**src/hdl/opwd_pkg.sv**
```systemverilog
// ----------------------------------------------------------------------------
// opwd_pkg
// Shared types and constants for the on-off-keyed pulse width decoder.
// ----------------------------------------------------------------------------
`default_nettype none

package opwd_pkg;

    localparam int CFG_INDEX_W = 3;
    localparam int CFG_DATA_W  = 20;
    localparam int GAP_W       = 20;
    localparam int PULSE_W     = 16;
    localparam int COUNT_W     = 6;
    localparam int TIME_W      = 32;
    localparam int PACKET_W    = 32;

    localparam logic [COUNT_W-1:0] COUNT_MAX = '1;

    // Register map of the configuration port
    typedef enum logic [CFG_INDEX_W-1:0] {
        REG_GAP_THRESHOLD = 3'd0,
        REG_LONG_LOW      = 3'd1,
        REG_LONG_HIGH     = 3'd2,
        REG_SHORT_LOW     = 3'd3,
        REG_SHORT_HIGH    = 3'd4,
        REG_MIN_BITS      = 3'd5
    } reg_index_t;

    localparam logic [GAP_W-1:0]   GAP_THRESHOLD_RST = 20'd7000;
    localparam logic [PULSE_W-1:0] LONG_LOW_RST      = 16'd690;
    localparam logic [PULSE_W-1:0] LONG_HIGH_RST     = 16'd1100;
    localparam logic [PULSE_W-1:0] SHORT_LOW_RST     = 16'd180;
    localparam logic [PULSE_W-1:0] SHORT_HIGH_RST    = 16'd400;
    localparam logic [COUNT_W-1:0] MIN_BITS_RST      = 6'd10;

    typedef struct packed {
        logic [GAP_W-1:0]   gap_threshold;
        logic [PULSE_W-1:0] long_low;
        logic [PULSE_W-1:0] long_high;
        logic [PULSE_W-1:0] short_low;
        logic [PULSE_W-1:0] short_high;
        logic [COUNT_W-1:0] min_bits;
    } cfg_t;

endpackage

`default_nettype wire

```
**src/hdl/opwd_cfg_regs.sv**
```systemverilog
// ----------------------------------------------------------------------------
// opwd_cfg_regs
// Configuration register file: write-only, decoded by register index.
// ----------------------------------------------------------------------------
`default_nettype none

module opwd_cfg_regs
(
    input  wire logic                              clk,
    input  wire logic                              rst_n,
    input  wire logic                              cfg_we,
    input  wire logic [opwd_pkg::CFG_INDEX_W-1:0]  cfg_index,
    input  wire logic [opwd_pkg::CFG_DATA_W-1:0]   cfg_data,
    output opwd_pkg::cfg_t                         cfg
);

    opwd_pkg::cfg_t cfg_reg;
    opwd_pkg::cfg_t cfg_next;

    always_comb
    begin
        cfg_next = cfg_reg;
        if (cfg_we)
        begin
            unique case (opwd_pkg::reg_index_t'(cfg_index))
                opwd_pkg::REG_GAP_THRESHOLD:
                    cfg_next.gap_threshold = cfg_data[opwd_pkg::GAP_W-1:0];
                opwd_pkg::REG_LONG_LOW:
                    cfg_next.long_low = cfg_data[opwd_pkg::PULSE_W-1:0];
                opwd_pkg::REG_LONG_HIGH:
                    cfg_next.long_high = cfg_data[opwd_pkg::PULSE_W-1:0];
                opwd_pkg::REG_SHORT_LOW:
                    cfg_next.short_low = cfg_data[opwd_pkg::PULSE_W-1:0];
                opwd_pkg::REG_SHORT_HIGH:
                    cfg_next.short_high = cfg_data[opwd_pkg::PULSE_W-1:0];
                opwd_pkg::REG_MIN_BITS:
                    cfg_next.min_bits = cfg_data[opwd_pkg::COUNT_W-1:0];
                default:
                    cfg_next = cfg_reg;   // unmapped index: drop the write
            endcase
        end
    end

    always_ff @(posedge clk or negedge rst_n)
    begin
        if (!rst_n)
        begin
            cfg_reg.gap_threshold <= opwd_pkg::GAP_THRESHOLD_RST;
            cfg_reg.long_low      <= opwd_pkg::LONG_LOW_RST;
            cfg_reg.long_high     <= opwd_pkg::LONG_HIGH_RST;
            cfg_reg.short_low     <= opwd_pkg::SHORT_LOW_RST;
            cfg_reg.short_high    <= opwd_pkg::SHORT_HIGH_RST;
            cfg_reg.min_bits      <= opwd_pkg::MIN_BITS_RST;
        end
        else
        begin
            cfg_reg <= cfg_next;
        end
    end

    assign cfg = cfg_reg;

endmodule

`default_nettype wire

```
**src/hdl/ook_pulse_width_decoder.sv**
```systemverilog
// ----------------------------------------------------------------------------
// ook_pulse_width_decoder
// Turns timestamped receiver pin edges into decoded on-off-keyed packets.
// ----------------------------------------------------------------------------
// Each item is one pin edge; edges alternate rising and falling, starting
// with a rising edge, and items with pin_event low are dropped at the input.
// A falling edge classifies the high pulse as a long (1) or short (0) bit or
// discards the packet; a rising edge after a low gap above gap_threshold ends
// the packet and emits it if it holds more than min_bits bits. One item is
// taken per cycle unless in_stall holds the input: an edge goes through an
// input register and subtract-and-compare logic into the state and the
// result register, which drives out_valid. in_stall rises only when a held
// edge would emit a packet while the result register is still stalled.
// The user must write configuration only while the decoder is idle; the
// block itself does not enforce it.
`default_nettype none

module ook_pulse_width_decoder
#(
    parameter int WORD_BITS = 32
)
(
    input  wire logic                              clk,
    input  wire logic                              rst_n,

    input  wire logic                              cfg_we,
    input  wire logic [opwd_pkg::CFG_INDEX_W-1:0]  cfg_index,
    input  wire logic [opwd_pkg::CFG_DATA_W-1:0]   cfg_data,

    input  wire logic                              in_valid,
    output      logic                              in_stall,
    input  wire logic                              pin_event,
    input  wire logic [opwd_pkg::TIME_W-1:0]       timestamp,

    output      logic                              out_valid,
    input  wire logic                              out_stall,
    output      logic [opwd_pkg::PACKET_W-1:0]     packet_word,
    output      logic [opwd_pkg::COUNT_W-1:0]      packet_length
);

    localparam int TW = opwd_pkg::TIME_W;
    localparam int CW = opwd_pkg::COUNT_W;

    opwd_pkg::cfg_t cfg;

    opwd_cfg_regs u_cfg_regs
    (
        .clk       (clk),
        .rst_n     (rst_n),
        .cfg_we    (cfg_we),
        .cfg_index (cfg_index),
        .cfg_data  (cfg_data),
        .cfg       (cfg)
    );

    // Input register
    logic          in_vld_reg;
    logic [TW-1:0] ts_reg;

    // Decoder state
    logic                 expect_rise_reg, expect_rise_next;
    logic [TW-1:0]        rise_time_reg, rise_time_next;
    logic [TW-1:0]        fall_time_reg, fall_time_next;
    logic [WORD_BITS-1:0] shift_word_reg, shift_word_next;
    logic [CW-1:0]        bit_pos_reg, bit_pos_next;

    // Result register
    logic                              out_vld_reg, out_vld_next;
    logic [opwd_pkg::PACKET_W-1:0]     out_word_reg, out_word_next;
    logic [CW-1:0]                     out_len_reg, out_len_next;

    logic          fire;
    logic          emit;
    logic          gap_end;
    logic          is_long;
    logic          is_short;
    logic [TW-1:0] width;
    logic [WORD_BITS-1:0] bit_mask;
    logic          in_store;

    // Pulse or gap width since the opposite edge, modulo 2^32
    assign width = ts_reg - (expect_rise_reg ? fall_time_reg : rise_time_reg);

    assign gap_end  = width > TW'(cfg.gap_threshold);
    assign is_long  = (width > TW'(cfg.long_low)) && (width < TW'(cfg.long_high));
    assign is_short = (width <= TW'(cfg.short_high)) && (width >= TW'(cfg.short_low));
    assign emit     = expect_rise_reg && gap_end && (bit_pos_reg > cfg.min_bits);

    // Hold the edge only when it would emit into a stalled result register
    assign fire     = in_vld_reg && (!emit || !out_vld_reg || !out_stall);
    assign in_stall = in_vld_reg && !fire;
    assign in_store = {1'b0, bit_pos_reg} < (CW + 1)'(WORD_BITS);

    always_comb
    begin
        for (int i = 0; i < WORD_BITS; i++)
        begin
            bit_mask[i] = (bit_pos_reg == CW'(i));
        end
    end

    always_comb
    begin
        expect_rise_next = expect_rise_reg;
        rise_time_next   = rise_time_reg;
        fall_time_next   = fall_time_reg;
        shift_word_next  = shift_word_reg;
        bit_pos_next     = bit_pos_reg;
        if (fire)
        begin
            expect_rise_next = !expect_rise_reg;
            if (expect_rise_reg)
            begin
                rise_time_next = ts_reg;
                if (gap_end)
                begin
                    shift_word_next = '0;
                    bit_pos_next    = '0;
                end
            end
            else
            begin
                fall_time_next = ts_reg;
                if (is_long || is_short)
                begin
                    if (is_long && in_store)
                    begin
                        shift_word_next = shift_word_reg | bit_mask;
                    end
                    // saturate the count
                    if (bit_pos_reg != opwd_pkg::COUNT_MAX)
                    begin
                        bit_pos_next = bit_pos_reg + CW'(1);
                    end
                end
                else
                begin
                    shift_word_next = '0;
                    bit_pos_next    = '0;
                end
            end
        end
    end

    always_comb
    begin
        out_word_next = out_word_reg;
        out_len_next  = out_len_reg;
        if (fire && emit)
        begin
            out_vld_next  = 1'b1;
            out_word_next = opwd_pkg::PACKET_W'(shift_word_reg);
            out_len_next  = bit_pos_reg;
        end
        else if (!out_stall)
        begin
            out_vld_next = 1'b0;
        end
        else
        begin
            out_vld_next = out_vld_reg;
        end
    end

    always_ff @(posedge clk or negedge rst_n)
    begin
        if (!rst_n)
        begin
            in_vld_reg      <= 1'b0;
            expect_rise_reg <= 1'b1;
            rise_time_reg   <= '0;
            fall_time_reg   <= '0;
            shift_word_reg  <= '0;
            bit_pos_reg     <= '0;
            out_vld_reg     <= 1'b0;
        end
        else
        begin
            if (!in_stall)
            begin
                in_vld_reg <= in_valid && pin_event;   // drop ignored edges here
            end
            expect_rise_reg <= expect_rise_next;
            rise_time_reg   <= rise_time_next;
            fall_time_reg   <= fall_time_next;
            shift_word_reg  <= shift_word_next;
            bit_pos_reg     <= bit_pos_next;
            out_vld_reg     <= out_vld_next;
        end
    end

    always_ff @(posedge clk)
    begin
        if (!in_stall)
        begin
            ts_reg <= timestamp;
        end
        out_word_reg <= out_word_next;
        out_len_reg  <= out_len_next;
    end

    assign out_valid     = out_vld_reg;
    assign packet_word   = out_word_reg;
    assign packet_length = out_len_reg;

endmodule

`default_nettype wire
```
**config.mk**
```make
export PLATFORM = sky130hd
export DESIGN_NAME = ook_pulse_width_decoder
export DESIGN_NICKNAME = d
export VERILOG_FILES = /design/src/hdl/opwd_pkg.sv /design/src/hdl/opwd_cfg_regs.sv /design/src/hdl/ook_pulse_width_decoder.sv
export SDC_FILE = /design/constraint.sdc
export NUM_CORES = 1
export LEC_CHECK = 0
export BUFFER_PORTS_ARGS = -buffer_cell sky130_fd_sc_hd__buf_4
export CAP_MARGIN = 0
export CORE_ASPECT_RATIO = 0.8
export CORE_UTILIZATION = 30
export DETAILED_ROUTE_END_ITERATION = 7
export GPL_TIMING_DRIVEN = 0
export SYNTH_ARGS = -nofsm -noshare
export SYNTH_HDL_FRONTEND = slang
export SYNTH_SLANG_ARGS = --single-unit
```
**constraint.sdc**
```tcl
create_clock -name clk -period 10.36 [get_ports clk]
set_input_delay 3.108 -clock clk [delete_from_list [all_inputs] [get_ports clk]]
set_output_delay 3.108 -clock clk [all_outputs]
set_load 0.1 [all_outputs]
```
==> impl_summary.txt, run 1 <==
----------------------------------------------------
[Run status]
  Outcome ... finished clean

[Synthesis]
  Average cell area after synthesis ... 11.0 um^2
  Number of different library cells in the post-synthesis netlist ... 76
  Count of synthesis-stage warnings from yosys ... 0
  Synthesized net count ... 1476
  Main synth FF type ... dfrtp_1
  Share of synthesized area occupied by flip-flops and latches ... 0.495
  Number of enable flip-flop cells after synthesis ... 70
  Cell count after synthesis ... 1289
  Share of async-settable or async-resettable flops after synthesis ... 0.736
  Post-synthesis sequential element count ... 265
  Area of the mapped netlist ... 14200 um^2

[Die]
  Row count ... 70
  Overall die width ... 245 um
  Die H ... 196 um
  Floorplan core area ... 46200 um^2
  Initial core utilization ... 0.307
  Number of top-level pins ... 101
  Die area ... 48100 um^2

[Power]
  Leakage power ... 0.00726 uW
  Internal Dissipation ... 2710 uW
  Power per standard cell area ... 265 nW/um^2
  Highest ir drop seen on vdd ... 0.135 mV
  Sequential cell fraction of total power ... 0.301
  Clock network power share ... 0.239
  Power spent charging and discharging nets ... 1720 uW
  Combinational group share of total power ... 0.460
  Fraction of power spent switching nets ... 0.389

[Clock tree]
  Clock Latency Late Sink ... 570 ps
  Clock H-tree levels ... 1
  Clock tree buffer depth ... 3
  TritonCTS clock tree ... done
  Buffers inserted during post-CTS setup optimization ... 0
  Clk sink count ... 265
  Clock Tree Root ... clkbuf_16
  Clock slew at reported path FFs ... 60 ps
  Number of buffers added by the clock tree synthesis step ... 29

[Worst setup path]
  Type of destination of the critical path ... primary output
  Type of origin of the critical path ... flip-flop
  Reg2reg start ... expect_rise_reg
  First element of the critical path ... expect_rise_reg
  FF-to-FF End ... shift_word_reg[1]
  Required time at the worst-slack endpoint ... 7250 ps
  Critical path peak fanout ... 32
  Critical path destination ... in_stall
  Cells on worst reg2reg path ... 18
  Worst reg2reg setup slack ... 3570 ps
  Arr. time, crit path ... 6530 ps
  CP Class ... reg -> out

[Drt]
  Vias/cell ... 4.93
  Wirelength per Cell ... 17.1 um
  Via count ... 10.1k
  Overall routed net length ... 35100 um
  Sum of routed wire segments on met1 ... 18200 um
  Violation count after the first detailed-routing iteration ... 650
  Highest metal layer with signal wires ... met4
  DRC violations left ... 0
  Met2 wire length ... 14700 um
  Pre-antenna DRT Iters ... 6
  Met3 wire length ... 1480 um
  Post-DRT Antenna Nets ... 0

[Cells and area]
  Max reg flops ... 90
  Net count, final ... 1608
  Fraction of layout instances using a drive strength above 1 ... 0.197
  Antenna diode count ... 0
  Area of the multi-input gates ... 6540 um^2
  Finished Cell Area ... 16700 um^2
  Area Growth Syn to Fin ... 18.1%
  Most common cell after layout, fill and taps aside ... dfrtp_1
  Register cell area after layout ... 7010 um^2
  Commonest non-fill, non-tap cells in the layout ... dfrtp_1 (169), ha_1 (125), nand2_1 (122)
  Number of filler cells placed in the layout ... 4542

[Hold path]
  Hold depth ... 0
  Classification of the worst-slack hold path ... reg -> reg

[Timing]
  RSZ-0062 raised after global routing ... false
  Fin crit period ... 9630 ps
  Count of endpoints failing hold in the final timing report ... 0
  Tcrit/Tclk final ... 0.930
  Highest attainable clock frequency ... 0.104 GHz
  Final WS setup ... 727 ps
  Final count of pins violating max slew ... 0
  Final setup violating endpoints ... 0
  Worst hold-check slack ... 453 ps
  Setup skew after layout ... 13.9 ps
  Max-Slew Margin vs Limit ... 0.367
  Least-Margin Pin Slew ... 936 ps

[Placement]
  Count of input and output buffers ... 100
  Instance area after placement ... 15700 um^2
  HPWL after detailed placement ... 26300 um
  RD Place Congestion ... 0.875
  Worst Setup Slack post-DPL ... 615 ps

[Global route]
  Total track usage ... 0.148
  Largest net degree at the start of global routing ... 107
  Antenna violations before repair ... 0
  Global route total overflow ... 0
  Number of global-route vias before repair ... 9990
  Wire length of the first global-routing pass ... 56500 um

[Run]
  Max-cap violations ... 0

----------------------------------------------------
what timing repair did:
action / 4_1_cts / 5_1_grt
hold buffers: 0 / 0
resized for setup: 1 / 3
endpoints found under the setup margin: 1 / 1
power groups by stage:
stage / Combinational, uW / Sequential [uW] / Clock (uW)
2_1_floorplan: 1460 / 1330 / 0
3_3_place_gp: 1970 / 1340 / 0
3_5_place_dp: 2020 / 1350 / 0
4_1_cts: 2030 / 1330 / 1090
5_1_grt: 2310 / 1350 / 1140
6_report: 2040 / 1330 / 1060
cell families after synthesis:
family,after synthesis,synth area share
XOR/XNOR,24,0.0148
AO/OA/AOI/OAI,293,0.135
buffers and inverters,153,0.0438
multiplexers,124,0.0958
flip-flops,265,0.495
AND/OR/NAND/NOR,304,0.103
adder cells (fa/ha/maj),126,0.112
metal layers:
| metal | global-route usage | vias up |
|---|---|---|
| met5 | 0 | - |
| met4 | 0.0299 | 0 |
| met3 | 0.0241 | 47 |
| met2 | 0.218 | 210 |
| met1 | 0.225 | 4925 |
| li1 | - | 4949 |
worst max-delay path: stages, from the launching register on:
cell	delay [ps]
dfstp_2	730
clkbuf_2	400
mux2i_1	200
fa_1	480
a211oi_2	240
o21ai_1	200
a211oi_1	420
nor2_1	110
xor2_1	500
ha_1	230
nand4_1	130
or3_1	450
nor3_1	220
nand3_1	140
mux2_2	270
o21ai_0	160
nand4_2	260
nand3_2	270
buf_12	230
inv_1	60
buf_4	230
cells in the mapped netlist, drive strengths merged (6+ instances only):
cell type  instances  area share
nor2b             10      0.0044
nand2b            11      0.0049
edfxtp            70        0.15
a21o              16      0.0085
o21a              12      0.0064
o22ai              6      0.0027
dfstp             26       0.048
nand2            122       0.032
nor2              67       0.018
ha               125        0.11
o21ai            107       0.038
mux2i             32       0.023
xnor2             13      0.0080
nor3              18      0.0067
clkbuf            34      0.0090
o211ai             9      0.0048
nor4               6      0.0042
nand4             21      0.0097
a41oi             31       0.019
xor2              11      0.0068
dfrtp            169        0.30
nand3             17      0.0060
buf               14      0.0070
inv              105       0.028
a211oi             9      0.0051
a21oi             62       0.023
and2               9      0.0040
mux2              92       0.073
how the worst min path moves through the flow:
stage                       startpoint              end  slack [ps]
floorplan           shift_word_reg[31]  packet_word[31]         430
global placement    shift_word_reg[10]  packet_word[10]         440
detailed placement  shift_word_reg[10]  packet_word[10]         440
CTS                 shift_word_reg[10]  packet_word[10]         460
global route        shift_word_reg[10]  packet_word[10]         470
finish              shift_word_reg[10]  packet_word[10]         450
stage by stage:
step / total power (uW) / utilization / cells / TNS [ps]
finish: 4430 / 0.362 / 2056 / 0
global route: 4800 / 0.362 / 2056 / 0
CTS: 4460 / 0.362 / 2057 / 0
detailed placement: 3360 / 0.341 / 2003 / 0
global placement: 3310 / 0.340 / 2001 / -310
floorplan: 2800 / - / 1289 / 0
area by class of cell:
class	count	area share
buffer	47	0.0135
tap	612	0.0458
inverter	105	0.0236
timing repair buffer	102	0.0482
clock buffer	32	0.0441
multi-input combinational	871	0.391
clock inverter	22	0.0142
sequential	265	0.420
(Power assumes the default switching activity.)
==> run 2: changes to the inputs <==
--- a/config.mk
+++ b/config.mk
@@ -11,6 +11,7 @@
 export CORE_UTILIZATION = 30
 export DETAILED_ROUTE_END_ITERATION = 7
 export GPL_TIMING_DRIVEN = 0
+export REMOVE_ABC_BUFFERS = 1
 export SYNTH_ARGS = -nofsm -noshare
 export SYNTH_HDL_FRONTEND = slang
 export SYNTH_SLANG_ARGS = --single-unit
==> run 2 against run 1 <==
Global-route usage fell by 0.66 points. Final area rose by 1.0%. Sequential share of layout area fell by 0.40 points. Count of clock-buffer cells in the layout rose by 1. Critical path type unchanged. Core utilization rose by 0.37 points. Total power rose by 3.3%.
==> impl_summary.txt, run 2 (synthesis results as in run 1) <==
----------------------------------------------------
[Drt]
  Violation count after the first detailed-routing iteration ... 665 (was 650)
  Post-DRT Antenna Nets ... 0 (unchanged)
  DRC violations left ... 0 (unchanged)
  Via count ... 9875 (was 10.1k)
  Overall routed net length ... 33700 um (was 35100 um)
  Wirelength per Cell ... 16.7 um (was 17.1 um)
  Pre-antenna DRT Iters ... 5 (was 6)
  Vias/cell ... 4.89 (was 4.93)

[Cells and area]
  Commonest non-fill, non-tap cells in the layout ... dfrtp_1 (169), ha_1 (125), nand2_1 (122) (unchanged)
  Final cell count without fillers ... 2021 (was 2056)
  Max reg flops ... 90 (unchanged)
  Number of filler cells placed in the layout ... 4525 (was 4542)
  Fraction of layout instances using a drive strength above 1 ... 0.210 (was 0.197)
  Antenna diode count ... 0 (unchanged)
  Most common cell after layout, fill and taps aside ... dfrtp_1 (unchanged)
  Area Growth Syn to Fin ... 19.3% (was 18.1%)
  Finished Cell Area ... 16900 um^2 (was 16700 um^2)
  Net count, final ... 1572 (was 1608)

[Clock tree]
  Clock H-tree levels ... 1 (unchanged)
  Clock tree buffer depth ... 3 (unchanged)
  Clock Latency Late Sink ... 560 ps (was 570 ps)
  TritonCTS clock tree ... done (unchanged)
  Number of buffers added by the clock tree synthesis step ... 30 (was 29)
  Clock slew at reported path FFs ... 60 ps (about the same)
  Cts hold-fix bufs ... 0 (unchanged)
  Clk sink count ... 265 (unchanged)
  Clock Tree Root ... clkbuf_16 (unchanged)

[Power]
  Combinational group share of total power ... 0.439 (was 0.460)
  Power spent charging and discharging nets ... 1700 uW (was 1720 uW)
  Sequential cell fraction of total power ... 0.293 (was 0.301)
  Leakage power ... 0.00736 uW (was 0.00726 uW)
  Highest ir drop seen on vdd ... 0.140 mV (was 0.135 mV)
  Fraction of power spent switching nets ... 0.371 (was 0.389)
  Power per standard cell area ... 271 nW/um^2 (was 265 nW/um^2)
  Clock network power share ... 0.268 (was 0.239)
  Internal Dissipation ... 2880 uW (was 2710 uW)

[Placement]
  HPWL after detailed placement ... 24400 um (was 26300 um)
  Instance area after placement ... 15700 um^2 (about the same)
  Count of input and output buffers ... 100 (unchanged)
  RD Place Congestion ... 0.857 (was 0.875)
  Instance count after placement with tap cells included ... 1964 (was 2003)

[Die]
  Initial core utilization ... 0.307 (unchanged)
  Row count ... 70 (unchanged)
  Die area ... 48100 um^2 (unchanged)
  Overall die width ... 245 um (unchanged)
  Floorplan core area ... 46200 um^2 (unchanged)
  Die H ... 196 um (unchanged)
  Number of top-level pins ... 101 (unchanged)

[Worst setup path]
  Cells on worst reg2reg path ... 20 (was 18)
  Arr. time, crit path ... 6640 ps (was 6530 ps)
  Required time at the worst-slack endpoint ... 7250 ps (about the same)
  Critical path peak fanout ... 20 (was 32)
  Largest stage delay, worst path ... 850 ps (was 730 ps)
  CP Class ... reg -> out (unchanged)
  Cell-by-cell trace of the critical path ... mux2_2 > ha_1 > inv_1 > fa_1 > a211oi_2 > o21ai_1 > a211oi_1 > nor2_1 > xor2_2 > ha_1 > nand4_1 > or3_1 > nor3_1 > nand3_1 > mux2_2 > o21ai_0 > nand4_2 > nand3_2 > buf_16 > inv_1 > buf_4 (was clkbuf_2 > mux2i_1 > fa_1 > a211oi_2 > o21ai_1 > a211oi_1 > nor2_1 > xor2_1 > ha_1 > nand4_1 > or3_1 > nor3_1 > nand3_1 > mux2_2 > o21ai_0 > nand4_2 > nand3_2 > buf_12 > inv_1 > buf_4)
  Max stage delay cell, worst path ... dfstp_4 (was dfstp_2)
  Logic depth of the worst path, buffers included ... 21 (was 20)
  Gate family responsible for the most delay along the worst path ... simple AND/OR/NAND/NOR gates (unchanged)
  Type of destination of the critical path ... primary output (unchanged)
  Critical path buffer and inverter count ... 4 (unchanged)
  Type of origin of the critical path ... flip-flop (unchanged)

[Timing]
  Fin crit period ... 9740 ps (was 9630 ps)
  Least-Margin Pin Slew ... 1290 ps (was 936 ps)
  Worst hold-check slack ... 454 ps (was 453 ps)
  Final setup violating endpoints ... 0 (unchanged)
  Count of endpoints failing hold in the final timing report ... 0 (unchanged)
  RSZ-0062 raised after global routing ... false (unchanged)
  Tcrit/Tclk final ... 0.941 (was 0.930)
  Max-Slew Margin vs Limit ... 0.141 (was 0.367)
  Final count of pins violating max slew ... 0 (unchanged)
  Setup skew after layout ... 11.8 ps (was 13.9 ps)
  Highest attainable clock frequency ... 0.103 GHz (was 0.104 GHz)

[Hold path]
  Classification of the worst-slack hold path ... reg -> reg (unchanged)
  Hold depth ... 0 (unchanged)

[Global route]
  Largest net degree at the start of global routing ... 101 (was 107)
  Antenna violations before repair ... 0 (unchanged)
  Wire length of the first global-routing pass ... 54200 um (was 56500 um)
  Global route total overflow ... 0 (unchanged)
  Number of global-route vias before repair ... 9622 (was 9990)
  Total track usage ... 0.141 (was 0.148)

[Run status]
  Outcome ... finished clean (unchanged)

[Run]
  Max-cap violations ... 0 (unchanged)

----------------------------------------------------
-- run 2: cell types whose count changed in the layout (fill, tap and decap cells not counted), sizes merged --
cell / delta
clkinvlp: -2
inv: +1
buf: -4
bufinv: +5
clkinv: -3
clkbuf: -32
-- run 2: power by group through the flow --
stage / Clock (uW) / Sequential (uW) / Combinational (uW)
floorplan: 0 / 1340 / 1450
global placement: 0 / 1360 / 1930
detailed placement: 0 / 1370 / 1970
CTS: 1260 / 1350 / 1990
global route: 1300 / 1360 / 2280
finish: 1230 / 1340 / 2010
-- run 2: per-stage QoR --
step | util | total power, uW | TNS, ps | setup WS (ps)
floorplan | - | 2790 | 0 | 1180
global placement | 0.335 | 3280 | -174 | -174
detailed placement | 0.340 | 3340 | 0 | 489
CTS | 0.365 | 4600 | 0 | 225
global route | 0.366 | 4940 | 0 | 205
finish | 0.366 | 4580 | 0 | 616
-- run 2: area by class of cell --
class / count / area, um^2 / share of cell area
clock inverter: 23 / 357 / 0.0211
inverter: 105 / 394 / 0.0233
tap: 612 / 766 / 0.0453
clock buffer: 33 / 803 / 0.0476
multi-input combinational: 871 / 6600 / 0.391
sequential: 265 / 7020 / 0.416
timing repair buffer: 112 / 951 / 0.0563
-- run 2: worst paths after layout --
kind | endpoint | startpoint | slack [ps]
worst max-delay path | in_stall | expect_rise_reg | 620
worst min-delay path | packet_word[7] | shift_word_reg[7] | 450
max in group asynchronous | rise_time_reg[25] | rst_n | 6830
worst max register to register | shift_word_reg[0] | expect_rise_reg | 3510
min in group asynchronous | out_valid | rst_n | 2530
worst min register to register | packet_word[7] | shift_word_reg[7] | 450
-- run 2: timing repair --
action / 4_1_cts / 5_1_grt
hold endpoints to repair: 0 / 0
buffers inserted: 0 / 1
gates resized for setup: 1 / 1
setup endpoints to repair: 1 / 1
-- run 2: routing by layer --
| layer | vias to the layer above | GRT usage | wire, um |
|---|---|---|---|
| li1 | 4862 | - | - |
| met1 | 4777 | 0.208 | 17000 |
| met2 | 197 | 0.214 | 14700 |
| met3 | 39 | 0.0228 | 1440 |
| met4 | 0 | 0.0326 | 656 |
| met5 | - | 0 | 0 |
-- run 2: worst register-to-register path, cell delays in order, from the launching register on --
cell and delay [ps]:
dfstp_4 850, mux2_2 400, ha_1 200, inv_1 70
fa_1 230, a211oi_2 110, o21ai_1 400, nand3_1 150
and2_1 200, xnor2_1 580, ha_1 360, and4_1 260
a221o_1 400, a2111oi_0 530, a21oi_1 210, or4b_1 520
nor3_1 200, o2111ai_2 410, buf_8 340, a41oi_1 230
nor2_1 60
==> run 3: changes to the inputs <==
--- a/config.mk
+++ b/config.mk
@@ -15,3 +15,4 @@
 export SYNTH_ARGS = -nofsm -noshare
 export SYNTH_HDL_FRONTEND = slang
 export SYNTH_SLANG_ARGS = --single-unit
+export TNS_END_PERCENT = 5
==> constraint.sdc (replaced) <==
create_clock -name clk -period 8.4 [get_ports clk]
set_input_delay 2.52 -clock clk [delete_from_list [all_inputs] [get_ports clk]]
set_output_delay 2.52 -clock clk [all_outputs]
set_load 0.1 [all_outputs]
==> run 3 against run 2 <==
Sequential share of layout area shrank 0.50 points. First-iteration DRC count decreased by 5.7%. Register-to-register slack worse by 1500 ps. Count of clock-buffer cells in the layout did not move. Sequential cell count stayed put. Via count grew 0.83%. Critical path depth unchanged. Total power rose by 25%. Combinational power rose by 28%. Non-clock buffer count is 12 higher. Wire length increased by 0.79%.
==> impl_summary.txt, run 3 (synthesis results as in run 1) <==
----------------------------------------------------
[Run status]
  Outcome ... finished clean (unchanged)

[Cells and area]
  Antenna diode count ... 0 (unchanged)
  Commonest non-fill, non-tap cells in the layout ... dfrtp_1 (169), ha_1 (123), nand2_1 (122) (was dfrtp_1 (169), ha_1 (125), nand2_1 (122))
  Finished Cell Area ... 17100 um^2 (was 16900 um^2)
  Number of filler cells placed in the layout ... 4500 (was 4525)
  Net count, final ... 1584 (was 1572)
  Final cell count without fillers ... 2033 (was 2021)
  Most common cell after layout, fill and taps aside ... dfrtp_1 (unchanged)
  Max reg flops ... 90 (unchanged)
  Fraction of layout instances using a drive strength above 1 ... 0.226 (was 0.210)
  Area of the multi-input gates ... 6700 um^2 (was 6600 um^2)
  Area Growth Syn to Fin ... 20.7% (was 19.3%)
  Register cell area after layout ... 7020 um^2 (unchanged)

[Drt]
  Pre-antenna DRT Iters ... 5 (unchanged)
  Vias/cell ... 4.90 (was 4.89)
  DRC violations left ... 0 (unchanged)
  Wirelength per Cell ... 16.7 um (about the same)
  Overall routed net length ... 34000 um (was 33700 um)
  Via count ... 9957 (was 9875)
  Violation count after the first detailed-routing iteration ... 627 (was 665)
  Post-DRT Antenna Nets ... 0 (unchanged)

[Global route]
  Antenna violations before repair ... 0 (unchanged)
  Wire length of the first global-routing pass ... 54600 um (was 54200 um)
  Total track usage ... 0.142 (was 0.141)
  Global route total overflow ... 0 (unchanged)
  Number of global-route vias before repair ... 9688 (was 9622)
  Largest net degree at the start of global routing ... 101 (unchanged)

[Worst setup path]
  Critical path destination ... in_stall (unchanged)
  First element of the critical path ... expect_rise_reg (unchanged)
  Worst reg2reg setup slack ... 2040 ps (was 3510 ps)
  Arr. time, crit path ... 5610 ps (was 6640 ps)
  Required time at the worst-slack endpoint ... 5880 ps (was 7250 ps)
  CP Class ... reg -> out (unchanged)
  Cells on worst reg2reg path ... 19 (was 20)
  Type of origin of the critical path ... flip-flop (unchanged)
  Reg2reg start ... expect_rise_reg (unchanged)
  Critical path peak fanout ... 20 (unchanged)
  Type of destination of the critical path ... primary output (unchanged)
  FF-to-FF End ... shift_word_reg[0] (unchanged)

[Placement]
  RD Place Congestion ... 0.857 (unchanged)
  HPWL after detailed placement ... 24400 um (unchanged)
  Instance count after placement with tap cells included ... 1964 (unchanged)
  Instance area after placement ... 15700 um^2 (unchanged)
  Count of input and output buffers ... 100 (unchanged)

[Timing]
  Max-Slew Margin vs Limit ... 0.142 (was 0.141)
  RSZ-0062 raised after global routing ... false (unchanged)
  Fin crit period ... 8130 ps
  Count of endpoints failing hold in the final timing report ... 0 (unchanged)
  Final setup violating endpoints ... 0 (unchanged)
  Highest attainable clock frequency ... 0.123 GHz
  Least-Margin Pin Slew ... 1290 ps (about the same)
  Tcrit/Tclk final ... 0.968
  Setup skew after layout ... 11.7 ps (was 11.8 ps)
  Final count of pins violating max slew ... 0 (unchanged)

[Die]
  Die H ... 196 um (unchanged)
  Initial core utilization ... 0.307 (unchanged)
  Row count ... 70 (unchanged)
  Overall die width ... 245 um (unchanged)
  Floorplan core area ... 46200 um^2 (unchanged)
  Number of top-level pins ... 101 (unchanged)
  Die area ... 48100 um^2 (unchanged)

[Clock tree]
  Clock slew at reported path FFs ... 60 ps (about the same)
  Number of buffers added by the clock tree synthesis step ... 30 (unchanged)
  TritonCTS clock tree ... done (unchanged)
  Clock Tree Root ... clkbuf_16 (unchanged)
  Clock H-tree levels ... 1 (unchanged)
  Clk sink count ... 265 (unchanged)
  Clock tree buffer depth ... 3 (unchanged)
  Clock Latency Late Sink ... 570 ps (was 560 ps)

[Power]
  Power per standard cell area ... 335 nW/um^2 (was 271 nW/um^2)
  Leakage power ... 0.00745 uW (was 0.00736 uW)
  Highest ir drop seen on vdd ... 0.179 mV (was 0.140 mV)

[Hold path]
  Classification of the worst-slack hold path ... reg -> reg (unchanged)

[Run]
  Max-cap violations ... 0 (unchanged)

----------------------------------------------------
==> run 3: changes by cell type in the layout (fill, tap and decap cells not counted), moves of 2 or more <==
| cell | previous run | this run |
|---|---|---|
| buf_4 | 101 | 111 |
| xnor2_1 | 13 | 10 |
| xnor2_2 | 0 | 3 |
| a21oi_1 | 60 | 58 |
| a21oi_2 | 1 | 3 |
| ha_1 | 125 | 123 |
| ha_2 | 0 | 2 |
| o21ai_0 | 102 | 100 |
| o21ai_2 | 0 | 2 |
==> run 3: critical path: stages (launching register included) <==
cell	delay [ps]
dfstp_4	700
mux2_2	180
ha_1	160
inv_1	60
fa_1	420
a211oi_2	350
o21ai_2	170
a211oi_2	270
nor2_1	110
xor2_2	170
ha_1	310
nand4_1	140
or3_4	460
nor3_1	230
nand3_1	110
mux2_2	270
o21ai_2	90
nand4_2	180
nand3_4	180
buf_16	170
inv_1	50
buf_4	230
==> run 3: report_power, final <==
part | internal [uW] | switching, uW | total (uW)
combinational | 1090 | 1490 | 2580
sequential | 1550 | 93.8 | 1640
clock | 966 | 545 | 1510
==> run 3: layout make-up <==
type	instances	area share
Inverter	105	0.0231
Sequential cell	265	0.410
Clock buffer	33	0.0470
Multi-Input combinational cell	871	0.392
Tap cell	612	0.0448
Clock inverter	23	0.0209
Timing Repair Buffer	124	0.0621
==> run 3: worst min-delay path by stage <==
stage | start | to | slack (ps) | cells past startpoint
2_1_floorplan | shift_word_reg[31] | packet_word[31] | 430 | 0
3_3_place_gp | shift_word_reg[7] | packet_word[7] | 430 | 0
3_5_place_dp | shift_word_reg[7] | packet_word[7] | 430 | 0
4_1_cts | shift_word_reg[7] | packet_word[7] | 450 | 0
5_1_grt | shift_word_reg[7] | packet_word[7] | 460 | 0
6_report | shift_word_reg[7] | packet_word[7] | 450 | 0
==> run 3: per-layer routing <==
metal | GRT usage | vias up | routed length [um]
met4 | 0.0336 | 0 | 641
met3 | 0.0228 | 40 | 1560
li1 | - | 4889 | -
met2 | 0.216 | 204 | 14700
met5 | 0 | - | 0
met1 | 0.210 | 4824 | 17100
==> run 3: per-stage QoR <==
step | worst slack (ps) | TNS (ps) | total power (uW) | util | hold slack [ps]
floorplan | -191 | -191 | 3440 | - | 425
global placement | -1550 | -1550 | 4050 | 0.335 | 430
detailed placement | -883 | -883 | 4120 | 0.340 | 434
CTS | 52.2 | 0 | 5730 | 0.368 | 451
global route | 3.15 | 0 | 6180 | 0.370 | 458
finish | 268 | 0 | 5730 | 0.370 | 455
==> run 3: what timing repair did <==
item / CTS / global route
gates resized for setup: 11 / 9
hold buffers: 0 / 0
setup buffers: 5 / 8
pin swaps: 2 / 4
endpoints found under the setup margin: 1 / 1
hold endpoints to repair: 0 / 0
